File: config.mk
export PLATFORM = sky130hd
export DESIGN_NAME = battery_soc_percent_filter_flat
export DESIGN_NICKNAME = d
export VERILOG_FILES = /design/src/hw/rtl/bspf_pkg.sv /design/src/hw/rtl/bspf_ifs.sv /design/src/hw/rtl/bspf_scale.sv /design/src/hw/rtl/bspf_state.sv /design/src/hw/rtl/battery_soc_percent_filter.sv /design/src/flat_wrapper.sv
export SDC_FILE = /design/constraint.sdc
export NUM_CORES = 1
export LEC_CHECK = 0
export BUFFER_PORTS_ARGS = -buffer_cell sky130_fd_sc_hd__buf_2
export CAP_MARGIN = 20
export CORE_ASPECT_RATIO = 0.6
export CORE_MARGIN = 10
export CORE_UTILIZATION = 40
export CTS_BUF_LIST = sky130_fd_sc_hd__clkbuf_8
export DETAILED_ROUTE_END_ITERATION = 10
export GPL_TIMING_DRIVEN = 0
export PLACE_DENSITY_LB_ADDON = 0.12
export SLEW_MARGIN = 20
export SYNTH_ARGS = -nofsm -noshare
export SYNTH_HDL_FRONTEND = slang
export SYNTH_SLANG_ARGS = --single-unit
export TNS_END_PERCENT = 1
File: constraint.sdc
create_clock -name clk -period 8.5 [get_ports clk]
set_input_delay 1.7 -clock clk [delete_from_list [all_inputs] [get_ports clk]]
set_output_delay 1.7 -clock clk [all_outputs]
set_load 0.01 [all_outputs]
File: src/hw/rtl/bspf_pkg.sv
`timescale 1ns / 1ps
`default_nettype none
// ----------------------------------------------------------------------------
// bspf_pkg
// Shared types, constants and helper functions for the battery
// state-of-charge percentage filter.
// ----------------------------------------------------------------------------
package bspf_pkg;

  // Scaling models selected by the configuration register.
  typedef enum logic {
    MODEL_FULL_WORD = 1'b0,
    MODEL_HIGH_BYTE = 1'b1
  } model_t;

  // Full-word scaling: t = soc * SocMul / SocDiv, percent = t / 100.
  localparam int unsigned SocMul   = 19531;
  localparam int unsigned SocDiv   = 96000;
  localparam int unsigned SocFullT = 10000;

  // The two floors collapse into one: percent = floor(soc * SocMul / (SocDiv * 100)).
  // A ceiling reciprocal with 40 fraction bits keeps that exact for all 16-bit words.
  localparam int unsigned SocRecipShift = 40;
  localparam logic [63:0] SocDivPct     = 64'(SocDiv) * 64'd100;
  localparam logic [31:0] SocRecip      =
    32'(((64'(SocMul) << SocRecipShift) + SocDivPct - 64'd1) / SocDivPct);

  // Smallest word for which t exceeds the full-scale value.
  localparam logic [63:0] SocFullProd = (64'(SocFullT) + 64'd1) * 64'(SocDiv);
  localparam logic [15:0] SocFullMin  =
    16'((SocFullProd + 64'(SocMul) - 64'd1) / 64'(SocMul));

  // High-byte scaling by 100/96.
  localparam logic [7:0] HiByteCap  = 8'd96;
  localparam logic [7:0] HiByteStep = 8'd24;

  localparam logic [6:0]  MaxPercent   = 7'd100;
  localparam logic [6:0]  LiftPercent  = 7'd1;
  localparam logic [2:0]  ZeroRunLimit = 3'd5;
  localparam logic [1:0]  StepsReset   = 2'd3;
  localparam logic [11:0] ThreshReset  = 12'd3250;

  // Result of the scaling stage handed to the filter state.
  typedef struct packed {
    logic [6:0] percent;   // scaled and capped percent
    logic       zero_hit;  // full-word model produced zero
  } scale_t;

  // Threshold increment in mV for a given number of steps left.
  function automatic logic [11:0] thresh_step(input logic [1:0] steps_left);
    logic [11:0] step;
    case (steps_left)
      2'd3:    step = 12'd100;
      2'd2:    step = 12'd50;
      2'd1:    step = 12'd20;
      default: step = 12'd0;
    endcase
    return step;
  endfunction

endpackage
`default_nettype wire

File: src/hw/rtl/bspf_ifs.sv
`timescale 1ns / 1ps
`default_nettype none
// ----------------------------------------------------------------------------
// bspf_ifs
// Valid/ready channels for fuel-gauge samples and filtered percentages.
// ----------------------------------------------------------------------------
interface bspf_sample_if;
  logic        valid;
  logic        ready;
  logic [15:0] soc_raw;
  logic [11:0] vcell_raw;
  logic        read_ok;
  logic        charger_present;

  modport source (output valid, soc_raw, vcell_raw, read_ok, charger_present, input ready);
  modport sink   (input valid, soc_raw, vcell_raw, read_ok, charger_present, output ready);
endinterface

interface bspf_pct_if;
  logic       valid;
  logic       ready;
  logic [6:0] capacity_percent;

  modport source (output valid, capacity_percent, input ready);
  modport sink   (input valid, capacity_percent, output ready);
endinterface
`default_nettype wire

File: src/hw/rtl/bspf_scale.sv
`timescale 1ns / 1ps
`default_nettype none
// ----------------------------------------------------------------------------
// bspf_scale
// Converts the raw state-of-charge word to a capped percentage under the
// selected model.
// ----------------------------------------------------------------------------
module bspf_scale
  import bspf_pkg::*;
(
  input  model_t      model,
  input  logic [15:0] soc_raw,
  output scale_t      scale
);

  logic [47:0] prod;
  logic [6:0]  pct_full;
  logic [7:0]  hi;
  logic [6:0]  pct_hi;
  logic [1:0]  hi_extra;

  // One constant multiply; the quotient sits above the fraction bits.
  assign prod     = 48'(soc_raw) * 48'(SocRecip);
  assign pct_full = (soc_raw >= SocFullMin) ? MaxPercent
                                            : prod[SocRecipShift +: 7];

  // hi * 25 / 24 below the cap equals hi + hi / 24, and hi / 24 is at most 3.
  assign hi       = soc_raw[15:8];
  assign hi_extra = 2'(hi >= 8'(3 * HiByteStep)) + 2'(hi >= 8'(2 * HiByteStep))
                  + 2'(hi >= HiByteStep);
  assign pct_hi   = (hi >= HiByteCap) ? MaxPercent : 7'(hi) + 7'(hi_extra);

  always_comb begin
    if (model == MODEL_FULL_WORD) begin
      scale.percent  = pct_full;
      scale.zero_hit = (pct_full == 7'd0);
    end else begin
      scale.percent  = pct_hi;
      scale.zero_hit = 1'b0;
    end
  end

endmodule
`default_nettype wire

File: src/hw/rtl/bspf_state.sv
`timescale 1ns / 1ps
`default_nettype none
// ----------------------------------------------------------------------------
// bspf_state
// Low-voltage lift, adaptive threshold and charger hold filter, with the
// state registers they keep between samples.
// ----------------------------------------------------------------------------
module bspf_state
  import bspf_pkg::*;
(
  input  logic        clk,
  input  logic        rst,
  input  logic        update,
  input  scale_t      scale,
  input  logic [11:0] vcell_raw,
  input  logic        read_ok,
  input  logic        charger_present,
  output logic [6:0]  percent
);

  logic [6:0]  previous_percent, previous_percent_next;
  logic [2:0]  zero_run_count, zero_run_count_next;
  logic [1:0]  steps_left, steps_left_next;
  logic [11:0] threshold_mv, threshold_mv_next;

  logic [14:0] vcell_x5;
  logic [12:0] vcell_mv;
  logic [6:0]  lifted;

  // 1.25 mV per code: mv = code * 5 / 4.
  assign vcell_x5 = 15'(vcell_raw) * 15'd5;
  assign vcell_mv = vcell_x5[14:2];

  always_comb begin
    previous_percent_next = previous_percent;
    zero_run_count_next   = zero_run_count;
    steps_left_next       = steps_left;
    threshold_mv_next     = threshold_mv;
    lifted                = scale.percent;
    percent               = previous_percent;

    if (read_ok) begin
      if (scale.zero_hit) begin
        if (vcell_mv > {1'b0, threshold_mv}) begin
          lifted = LiftPercent;
        end
        if (zero_run_count < ZeroRunLimit) begin
          zero_run_count_next = zero_run_count + 3'd1;
        end else if (steps_left != 2'd0) begin
          zero_run_count_next = 3'd0;
          threshold_mv_next   = threshold_mv + thresh_step(steps_left);
          steps_left_next     = steps_left - 2'd1;
        end
      end
      // Without a charger the reading is never allowed to climb.
      if (!charger_present && (previous_percent < lifted)) begin
        percent = previous_percent;
      end else begin
        percent               = lifted;
        previous_percent_next = lifted;
      end
    end
  end

  always_ff @(posedge clk) begin
    if (rst) begin
      previous_percent <= MaxPercent;
      zero_run_count   <= 3'd0;
      steps_left       <= StepsReset;
      threshold_mv     <= ThreshReset;
    end else if (update) begin
      previous_percent <= previous_percent_next;
      zero_run_count   <= zero_run_count_next;
      steps_left       <= steps_left_next;
      threshold_mv     <= threshold_mv_next;
    end
  end

`ifndef SYNTHESIS
  a_prev_in_range: assert property (@(posedge clk) disable iff (rst)
    previous_percent <= MaxPercent)
    else $error("previous percent out of range");

  a_run_bounded: assert property (@(posedge clk) disable iff (rst)
    zero_run_count <= ZeroRunLimit)
    else $error("zero run count beyond limit");

  a_thresh_moves_with_step: assert property (@(posedge clk) disable iff (rst)
    (threshold_mv != $past(threshold_mv)) |-> (steps_left == 2'($past(steps_left) - 2'd1)))
    else $error("threshold moved without a step");

  a_no_rise_offline: assert property (@(posedge clk) disable iff (rst)
    (update && read_ok && !charger_present) |=> (previous_percent <= $past(previous_percent)))
    else $error("percent rose without a charger");

  a_failed_read_holds: assert property (@(posedge clk) disable iff (rst)
    (update && !read_ok) |=> ($stable(previous_percent) && $stable(zero_run_count)
                              && $stable(threshold_mv)))
    else $error("state changed on a failed read");
`endif

endmodule
`default_nettype wire

File: src/hw/rtl/battery_soc_percent_filter.sv
`timescale 1ns / 1ps
`default_nettype none
// ----------------------------------------------------------------------------
// battery_soc_percent_filter
// Turns fuel-gauge samples into a filtered battery capacity percentage.
// ----------------------------------------------------------------------------
//
//   Channel   Direction  Payload                                         Width
//   sample    in         soc_raw, vcell_raw, read_ok, charger_present   16/12/1/1
//   result    out        capacity_percent                                7
//   cfg       in         cfg_write_en, cfg_write_data (battery_model)    1
//
// While result is not stalled, one sample is taken every cycle; each transfer
// on sample yields exactly one result transfer, via the input then the result register. The
// per-sample cost is set by the single constant multiply in the scaling path
// and the filter state update, both done between the input register and the
// result register. Reset is synchronous and restores the filter state
// (previous 100 %, threshold 3250 mV, three threshold steps) and model 0.
// A stall on result holds the result register; the input register keeps
// accepting until it too holds an item, then sample.ready drops.
//
module battery_soc_percent_filter
  import bspf_pkg::*;
(
  input  logic         clk,
  input  logic         rst,
  input  logic         cfg_write_en,
  input  logic         cfg_write_data,
  bspf_sample_if.sink  sample,
  bspf_pct_if.source   result
);

  // Configuration: written only while the block is idle (user rule, unchecked).
  model_t battery_model;

  always_ff @(posedge clk) begin
    if (rst) begin
      battery_model <= MODEL_FULL_WORD;
    end else if (cfg_write_en) begin
      battery_model <= model_t'(cfg_write_data);
    end
  end

  // Input register. The payload is loaded on every transfer; only the valid
  // flag needs a reset.
  logic        in_valid;
  logic [15:0] in_soc;
  logic [11:0] in_vcell;
  logic        in_ok;
  logic        in_chg;

  // Result register.
  logic        out_valid;
  logic [6:0]  out_percent;

  // The item in the input register moves into the result register, and the
  // filter state commits, whenever the result register is free or draining.
  logic advance;

  assign advance      = in_valid && (!out_valid || result.ready);
  assign sample.ready = !in_valid || advance;

  always_ff @(posedge clk) begin
    if (rst) begin
      in_valid <= 1'b0;
    end else if (sample.ready) begin
      in_valid <= sample.valid;
    end
  end

  always_ff @(posedge clk) begin
    if (sample.valid && sample.ready) begin
      in_soc   <= sample.soc_raw;
      in_vcell <= sample.vcell_raw;
      in_ok    <= sample.read_ok;
      in_chg   <= sample.charger_present;
    end
  end

  // Scaling and filtering of the registered sample.
  scale_t     scale;
  logic [6:0] filtered;

  bspf_scale u_scale (
    .model   (battery_model),
    .soc_raw (in_soc),
    .scale   (scale)
  );

  bspf_state u_state (
    .clk             (clk),
    .rst             (rst),
    .update          (advance),
    .scale           (scale),
    .vcell_raw       (in_vcell),
    .read_ok         (in_ok),
    .charger_present (in_chg),
    .percent         (filtered)
  );

  always_ff @(posedge clk) begin
    if (rst) begin
      out_valid <= 1'b0;
    end else if (advance) begin
      out_valid <= 1'b1;
    end else if (result.ready) begin
      out_valid <= 1'b0;
    end
  end

  always_ff @(posedge clk) begin
    if (advance) begin
      out_percent <= filtered;
    end
  end

  assign result.valid            = out_valid;
  assign result.capacity_percent = out_percent;

endmodule
`default_nettype wire
File: src/flat_wrapper.sv
// flat-port wrapper written by rule: the top's interface ports become plain ports
module battery_soc_percent_filter_flat import bspf_pkg::*;
  (clk, rst, cfg_write_en, cfg_write_data, sample_valid, sample_soc_raw, sample_vcell_raw, sample_read_ok, sample_charger_present, sample_ready, result_valid, result_capacity_percent, result_ready);
  bspf_sample_if sample_i ();
  bspf_pct_if result_i ();
  input  logic clk;
  input  logic rst;
  input  logic cfg_write_en;
  input  logic cfg_write_data;
  input wire logic [$bits(sample_i.valid)-1:0] sample_valid;
  input wire logic [$bits(sample_i.soc_raw)-1:0] sample_soc_raw;
  input wire logic [$bits(sample_i.vcell_raw)-1:0] sample_vcell_raw;
  input wire logic [$bits(sample_i.read_ok)-1:0] sample_read_ok;
  input wire logic [$bits(sample_i.charger_present)-1:0] sample_charger_present;
  output wire logic [$bits(sample_i.ready)-1:0] sample_ready;
  output wire logic [$bits(result_i.valid)-1:0] result_valid;
  output wire logic [$bits(result_i.capacity_percent)-1:0] result_capacity_percent;
  input wire logic [$bits(result_i.ready)-1:0] result_ready;
  assign sample_i.valid = sample_valid;
  assign sample_i.soc_raw = sample_soc_raw;
  assign sample_i.vcell_raw = sample_vcell_raw;
  assign sample_i.read_ok = sample_read_ok;
  assign sample_i.charger_present = sample_charger_present;
  assign sample_ready = sample_i.ready;
  assign result_valid = result_i.valid;
  assign result_capacity_percent = result_i.capacity_percent;
  assign result_i.ready = result_ready;
  battery_soc_percent_filter u_core (.clk(clk), .rst(rst), .cfg_write_en(cfg_write_en), .cfg_write_data(cfg_write_data), .sample(sample_i), .result(result_i));
endmodule
### After elaboration in Yosys (flattened, before gate mapping)

Cells that the tools add are included.

| word-level totals | value |
|---|---|
| register bits after elaboration | 64 |

| cells by class | value |
|---|---|
| add/sub/neg operators | 6 |
| $mul | 2 |
| magnitude comparators | 8 |
| eq/ne operators | 3 |
| multiplexer cells | 17 |
| bitwise logic cells | 1 |
| reduce and logical (&&, ||, !) cells | 14 |

Operator list:

| cell | count |
|---|---|
| 7-bit two-way mux | 7 |
| 12-bit two-way mux | 4 |
| 16-bit by 32-bit multiplier with 47-bit output (second input constant) | 1 |
| 7-bit one-hot mux with 3 select lines | 1 |
| 16-bit >= comparator (second input constant) | 1 |
| 8-bit by 7-bit >= comparator with 1-bit output (second input constant) | 2 |
| 12-bit by 3-bit multiplier with 15-bit output (second input constant) | 1 |
| 13-bit by 12-bit greater-than comparator with 1-bit output | 1 |
| 12-bit adder | 1 |
| 8-bit by 5-bit >= comparator with 1-bit output (second input constant) | 1 |
| 8-bit by 6-bit >= comparator with 1-bit output (second input constant) | 1 |
| 8-bit two-way mux | 1 |
| 7-bit by 2-bit adder with 7-bit output | 1 |
| 7-bit zero test | 1 |
| 7-bit less-than comparator | 1 |
| 3-bit two-way mux | 2 |
| 2-bit nonzero test | 3 |
| 5-bit AND reduction | 1 |
| 2-bit equality test (second input constant) | 2 |
| 4-bit AND reduction | 1 |
| 3-bit by 1-bit adder with 3-bit output (second input constant) | 1 |
| 1-bit logical AND | 3 |
| 1-bit zero test | 3 |
| 3-bit less-than comparator (second input constant) | 1 |
| 7 further kinds | 9 |

### Depth between registers and ports, before layout

| logic depth | value |
|---|---|
| depth after elaboration | 13 |
| depth in mapped cells | 34 |

### Cells and area by module

A second synthesis with hierarchy kept.

| unflattened totals | value |
|---|---|
| cells, all modules | 1,186 |
| area total of the unflattened synthesis | 11,860.1 um^2 |

Modules (own cells, without submodules):

| module | instances | cells an instance | area an instance (um^2) | seq. area each (um^2) |
|---|---|---|---|---|
| bspf_scale | 1 | 858 | 8,096.5 | 0.0 |
| bspf_state | 1 | 278 | 2,514.9 | 460.4 |
| battery_soc_percent_filter | 1 | 50 | 1,248.7 | 1,171.1 |

### Worst setup path before layout

No wires, ideal clock.

| path | value |
|---|---|
| kind | register to register |
| start point | register u_core.in_soc[13] |
| end point | register u_core.out_percent[6], in the netlist u_core.result.capacity_percent[6], data pin |
| library setup time | 0.268 ns |
| data arrival time | 7.766 ns |
| setup slack | 0.466 ns |
| cell stages (with the launch flop) | 31 |
| clock period less this slack | 8.034 ns |
| cell sequence | edfxtp_1 clkbuf_1 inv_1 fa_1 xor2_1 ha_1 or2_2 fa_1 fa_1 inv_1 fa_1 inv_1 fa_1 ha_1 a211o_1 a2111oi_2 nor4_1 or4b_4 o21a_1 o311ai_2 a21oi_1 ha_1 a21oi_1 nor2b_1 o21ai_0 o211ai_1 nor3_1 a21oi_2 and2_1 buf_2 mux2i_1 |

| between the ends | value |
|---|---|
| word-level cells in the longest chain between the ends | 13 |

Ends and longest elaborated chain:

| what | line | text |
|---|---|---|
| from (decl) | battery_soc_percent_filter.sv:47 | `logic [15:0] in_soc;` |
| from (signal assigned) | battery_soc_percent_filter.sv:73 | `in_soc <= sample.soc_raw;` |
| branches (longest 5 deep; another with 16-bit by 32-bit multiplier with 47-bit output) | n/a |  |
| 8-bit two-way mux * | bspf_scale.sv:34 | `if (model == MODEL_FULL_WORD) begin` |
| 7-bit two-way mux | bspf_state.sv:44 | `if (vcell_mv > {1'b0, threshold_mv}) begin` |
| 7-bit two-way mux * | bspf_state.sv:43 | `if (scale.zero_hit) begin` |
| 7-bit two-way mux * | bspf_state.sv:42 | `if (read_ok) begin` |
| 7-bit less-than comparator | bspf_state.sv:56 | `if (!charger_present && (previous_percent < lifted)) begin` |
| 1-bit logical AND | bspf_state.sv:56 |  |
| 7-bit two-way mux * | n/a |  |
| 7-bit two-way mux * | bspf_state.sv:42 |  |
| named net u_core.filtered[6] | battery_soc_percent_filter.sv:82 | `logic [6:0] filtered;` |
| to (signal assigned) | battery_soc_percent_filter.sv:113 | `out_percent <= filtered;` |
| to (decl) | battery_soc_percent_filter.sv:54 | `logic [6:0] out_percent;` |

Mark *: on every way through the listed nets, which the timed path passes. The select of a mux whose other input is x is not followed.
A chain may end at the register's enable or synchronous reset.

### Worst setup path in the final report

| path | value |
|---|---|
| start point | register u_core.in_soc[15] |
| end point | register u_core.out_percent[6], in the netlist u_core.result.capacity_percent[6], data pin |

Same word-level chain as after synthesis.

==> impl_metrics.xml <==
<?xml version="1.0" encoding="UTF-8"?>
<metrics>
  <group name="floorplan">
    <metric name="die_width" unit="um">241</metric>
    <metric name="placement_rows" unit="">48</metric>
    <metric name="floorplan.initialDensity" unit="">0.407</metric>
    <metric name="floorplan.die_area" unit="um2">36700</metric>
    <metric name="chipHeight" unit="um">153</metric>
    <metric name="fp.coreArea" unit="um2">28800</metric>
    <metric name="top_ports" unit="">45</metric>
  </group>
  <group name="global_route">
    <metric name="globalRouteTotalUtil" unit="">0.186</metric>
    <metric name="grt_pass1_vias" unit="">8485</metric>
    <metric name="maximum_number_of_pins_on_one_net_before_global_route_repair" unit="">19</metric>
    <metric name="antenna_found_initial" unit="">0</metric>
    <metric name="grt_overflow_total" unit="">0</metric>
    <metric name="grt_first_pass_wirelength" unit="um">51200</metric>
  </group>
  <group name="setup_path">
    <metric name="critPathTopFamily" unit="">adder cells</metric>
    <metric name="timing.setup.critical_path_class" unit="">reg2reg</metric>
    <metric name="worst-path-max-fanout" unit="">8</metric>
    <metric name="regToRegSetupSlack" unit="ps">250</metric>
    <metric name="endpoint_kind" unit="">register</metric>
    <metric name="worst_r2r_startpoint" unit="">u_core.in_soc[15]</metric>
    <metric name="critPathSlowestCell" unit="">fa_1</metric>
    <metric name="critPathRequiredTime" unit="ps">8630</metric>
    <metric name="crit_arrival" unit="ps">8370</metric>
    <metric name="timing.rr.end" unit="">u_core.result.capacity_percent[6]</metric>
    <metric name="critical-path-max-stage-delay" unit="ps">560</metric>
    <metric name="reg2regPathDepth" unit="">29</metric>
    <metric name="worst_setup_path_start_kind" unit="">register</metric>
    <metric name="timing.critical_path.mode_cell" unit="">fa_1</metric>
    <metric name="worst-path-buf-inv" unit="">4</metric>
  </group>
  <group name="sta">
    <metric name="final_setup_violations" unit="">0</metric>
    <metric name="fin_crit" unit="ps">8250</metric>
    <metric name="slew_headroom" unit="">0.459</metric>
    <metric name="final-max-slew-violation-count" unit="">0</metric>
    <metric name="report.final.hold_viol_count" unit="">0</metric>
    <metric name="setup_slack" unit="ps">253</metric>
    <metric name="final.setup_skew" unit="ps">32.3</metric>
    <metric name="min_period_over_period" unit="">0.970</metric>
    <metric name="worstMarginPinSlew" unit="ps">806</metric>
    <metric name="timing.setup.tns" unit="ps">0</metric>
    <metric name="achievable-frequency" unit="MHz">121</metric>
  </group>
  <group name="hold_path">
    <metric name="hold_depth" unit="">2</metric>
    <metric name="hold_path.startpoint" unit="">u_core.u_state.threshold_mv[3]</metric>
    <metric name="hold_path_end" unit="">u_core.u_state.threshold_mv[3]</metric>
    <metric name="hp-class" unit="">reg2reg</metric>
  </group>
  <group name="clock_network">
    <metric name="cts_made_buffers" unit="">9</metric>
    <metric name="cts_sinks" unit="">63</metric>
    <metric name="path_clk_slew" unit="ps">90</metric>
    <metric name="clockRootBuffer" unit="">clkbuf_8</metric>
    <metric name="clock_path_buffers" unit="">2</metric>
    <metric name="cts_max_level" unit="">3</metric>
    <metric name="worstSkewPairLatency" unit="ps">400</metric>
    <metric name="tritoncts" unit="">done</metric>
  </group>
  <group name="logic_synthesis">
    <metric name="synth_cell_type_count" unit="">66</metric>
    <metric name="synthAdderAreaFrac" unit="">0.539</metric>
    <metric name="synth_edf_count" unit="">37</metric>
    <metric name="synth_simple_gate_area_frac" unit="">0.0841</metric>
    <metric name="synthTopCellsByArea" unit="">fa_1 (28%), ha_1 (26%), inv_1 (10%)</metric>
    <metric name="syn_inst" unit="">1205</metric>
    <metric name="yosysSeqAreaShare" unit="">0.139</metric>
    <metric name="xor_xnor_cell_area_share_of_the_yosys_netlist" unit="">0.0150</metric>
    <metric name="postSynthNetCount" unit="">1648</metric>
    <metric name="synth.yosys.warnings" unit="">0</metric>
    <metric name="synthesis.area" unit="um2">11700</metric>
    <metric name="postSynthRegisterBits" unit="">63</metric>
    <metric name="postSynthAreaPerCell" unit="um2">9.72</metric>
    <metric name="share_of_the_synthesized_area_in_compound_gates_ao_oa_aoi_oai" unit="">0.109</metric>
    <metric name="synth_area_leader_cell" unit="">fa_1</metric>
    <metric name="synth.area.mux_share" unit="">0.00961</metric>
    <metric name="main_combinational_cell_family_by_area_after_synthesis" unit="">adder cells</metric>
    <metric name="netlist.area_leader.share" unit="">0.277</metric>
    <metric name="async_flop_share" unit="">0</metric>
    <metric name="postSynth.topFlopCell" unit="">edfxtp_1</metric>
  </group>
  <group name="final_layout">
    <metric name="area_growth" unit="%">12.3</metric>
    <metric name="multi_input_area" unit="um2">9030</metric>
    <metric name="layout_cells_sized_above_1" unit="">0.115</metric>
    <metric name="n_antenna_cell" unit="">0</metric>
    <metric name="finish.utilization" unit="">0.457</metric>
    <metric name="design.final.nets" unit="">1748</metric>
    <metric name="regArea" unit="um2">1630</metric>
    <metric name="fillerInstances" unit="">2774</metric>
  </group>
  <group name="placed_design">
    <metric name="place_worst_setup_slack" unit="ps">-915</metric>
    <metric name="place_hpwl" unit="um">28400</metric>
    <metric name="port-buffer-count" unit="">44</metric>
    <metric name="gp_congestion" unit="">0.944</metric>
  </group>
  <group name="route">
    <metric name="route.detailed.wl_per_inst" unit="um">19.7</metric>
    <metric name="drtAntennaViolNets" unit="">0</metric>
    <metric name="routed-via-count" unit="">8466</metric>
    <metric name="drtIter0Drc" unit="">633</metric>
    <metric name="drt_drc_violations_left" unit="">0</metric>
    <metric name="vias_per_cell" unit="">5.02</metric>
    <metric name="detail_route.first_pass.iterations" unit="">5</metric>
    <metric name="routed_wl" unit="um">33200</metric>
  </group>
  <group name="run">
    <metric name="drv.max_cap_violation_count" unit="">0</metric>
  </group>
  <group name="outcome">
    <metric name="status" unit="">complete, no violations</metric>
  </group>
</metrics>
metrics by stage:
| step | instance area, um2 | cells | hold WS, ps |
|---|---|---|---|
| after floorplan | 11700 | 1205 | 456 |
| after detailed placement | 12400 | 1626 | 478 |
| after global routing | 13100 | 1685 | 524 |
| after CTS | 12900 | 1666 | 490 |
| after global placement | 12400 | 1624 | 470 |
| final | 13100 | 1685 | 493 |
routing by layer:
metal | share of wire | track usage
met4 | 0.0070 | 0.0280
met3 | 0.10 | 0.0744
met5 | 0 | 0
met2 | 0.34 | 0.211
met1 | 0.55 | 0.307
synth_stat cells, types with 3 or more instances:
library cell,count
o21a_1,12
a211oi_1,12
xnor2_1,14
xor2_1,6
and4_1,6
a21oi_1,63
nand3_1,20
nor4_1,5
nand2b_1,5
a21boi_0,4
o22ai_1,3
nor3b_1,3
o211ai_1,13
and2_1,7
o31ai_1,4
a211o_1,4
clkbuf_1,4
nor3_1,13
o311a_1,3
nand2_1,40
fa_1,162
ha_1,245
mux2i_1,9
edfxtp_1,37
buf_2,4
and3_1,6
a21o_1,19
nand4_1,15
inv_1,315
nor2b_1,6
or2_2,5
nor2_1,47
or4_1,3
o2111ai_1,3
o21ai_0,28
dfxtp_1,26
kinds of logic (layout without fill, tap and decap cells):
logic type / count (synthesis) / after routing
compound gates: 192 / 192
xor+xnor: 20 / 20
fa+ha+maj: 407 / 407
buf+inv: 324 / 429
flops: 63 / 63
mux: 11 / 11
simple gates: 188 / 188
placed cells by master (no fill, tap or decap), types with 26 or more instances in the layout:
| cell type | n |
|---|---|
| nand2_1 | 40 |
| a21oi_1 | 59 |
| buf_4 | 44 |
| o21ai_0 | 26 |
| dfxtp_1 | 26 |
| edfxtp_1 | 37 |
| buf_2 | 47 |
| fa_1 | 159 |
| ha_1 | 241 |
| nor2_1 | 47 |
| inv_1 | 312 |
flip-flops by register name (all words and copies together) (netlist names):
signal,count
u_core.in_valid,1
u_core.battery_model,1
u_core.u_state.steps_left,2
u_core.u_state.previous_percent,7
u_core.in_vcell,12
u_core.u_state.zero_run_count,3
u_core.u_state.threshold_mv,11
u_core.in_soc,16
u_core.in_chg,1
u_core.result.capacity_percent,7
u_core.in_ok,1
u_core.result.valid,1
worst max path at each step:
stage | start | to | cells past startpoint
after global routing | u_core.in_soc[15] | u_core.result.capacity_percent[6] | 30
final | u_core.in_soc[15] | u_core.result.capacity_percent[6] | 29
after CTS | u_core.in_soc[12] | u_core.result.capacity_percent[0] | 28
after floorplan | u_core.in_soc[13] | u_core.result.capacity_percent[6] | 30
after detailed placement | u_core.in_soc[13] | u_core.result.capacity_percent[0] | 29
after global placement | u_core.in_soc[13] | u_core.result.capacity_percent[1] | 29
layout make-up:
cell class / count / area share
Buffer: 8 / 0.00362
Clock buffer: 10 / 0.0105
Clock inverter: 6 / 0.00514
Inverter: 316 / 0.0907
Multi-Input combinational cell: 818 / 0.687
Sequential cell: 63 / 0.124
Tap cell: 375 / 0.0357
Timing Repair Buffer: 89 / 0.0432
worst min-delay path, stage by stage (launching register included):
cell	delay, ps
dfxtp_1	330
o211ai_1	80
nand2_1	50
repair_timing:
action / in CTS / in global routing
hold buffers: 0 / 0
endpoints found under the setup margin: 20 / 13
setup buffers: 24 / 19
endpoints found under the hold margin: 0 / 0
resized for setup: 16 / 28
pin swaps: 2 / 16
Power is left out: the tool's default activity adds up to more than one toggle a clock period on the data nets, which glitch-free logic cannot reach.
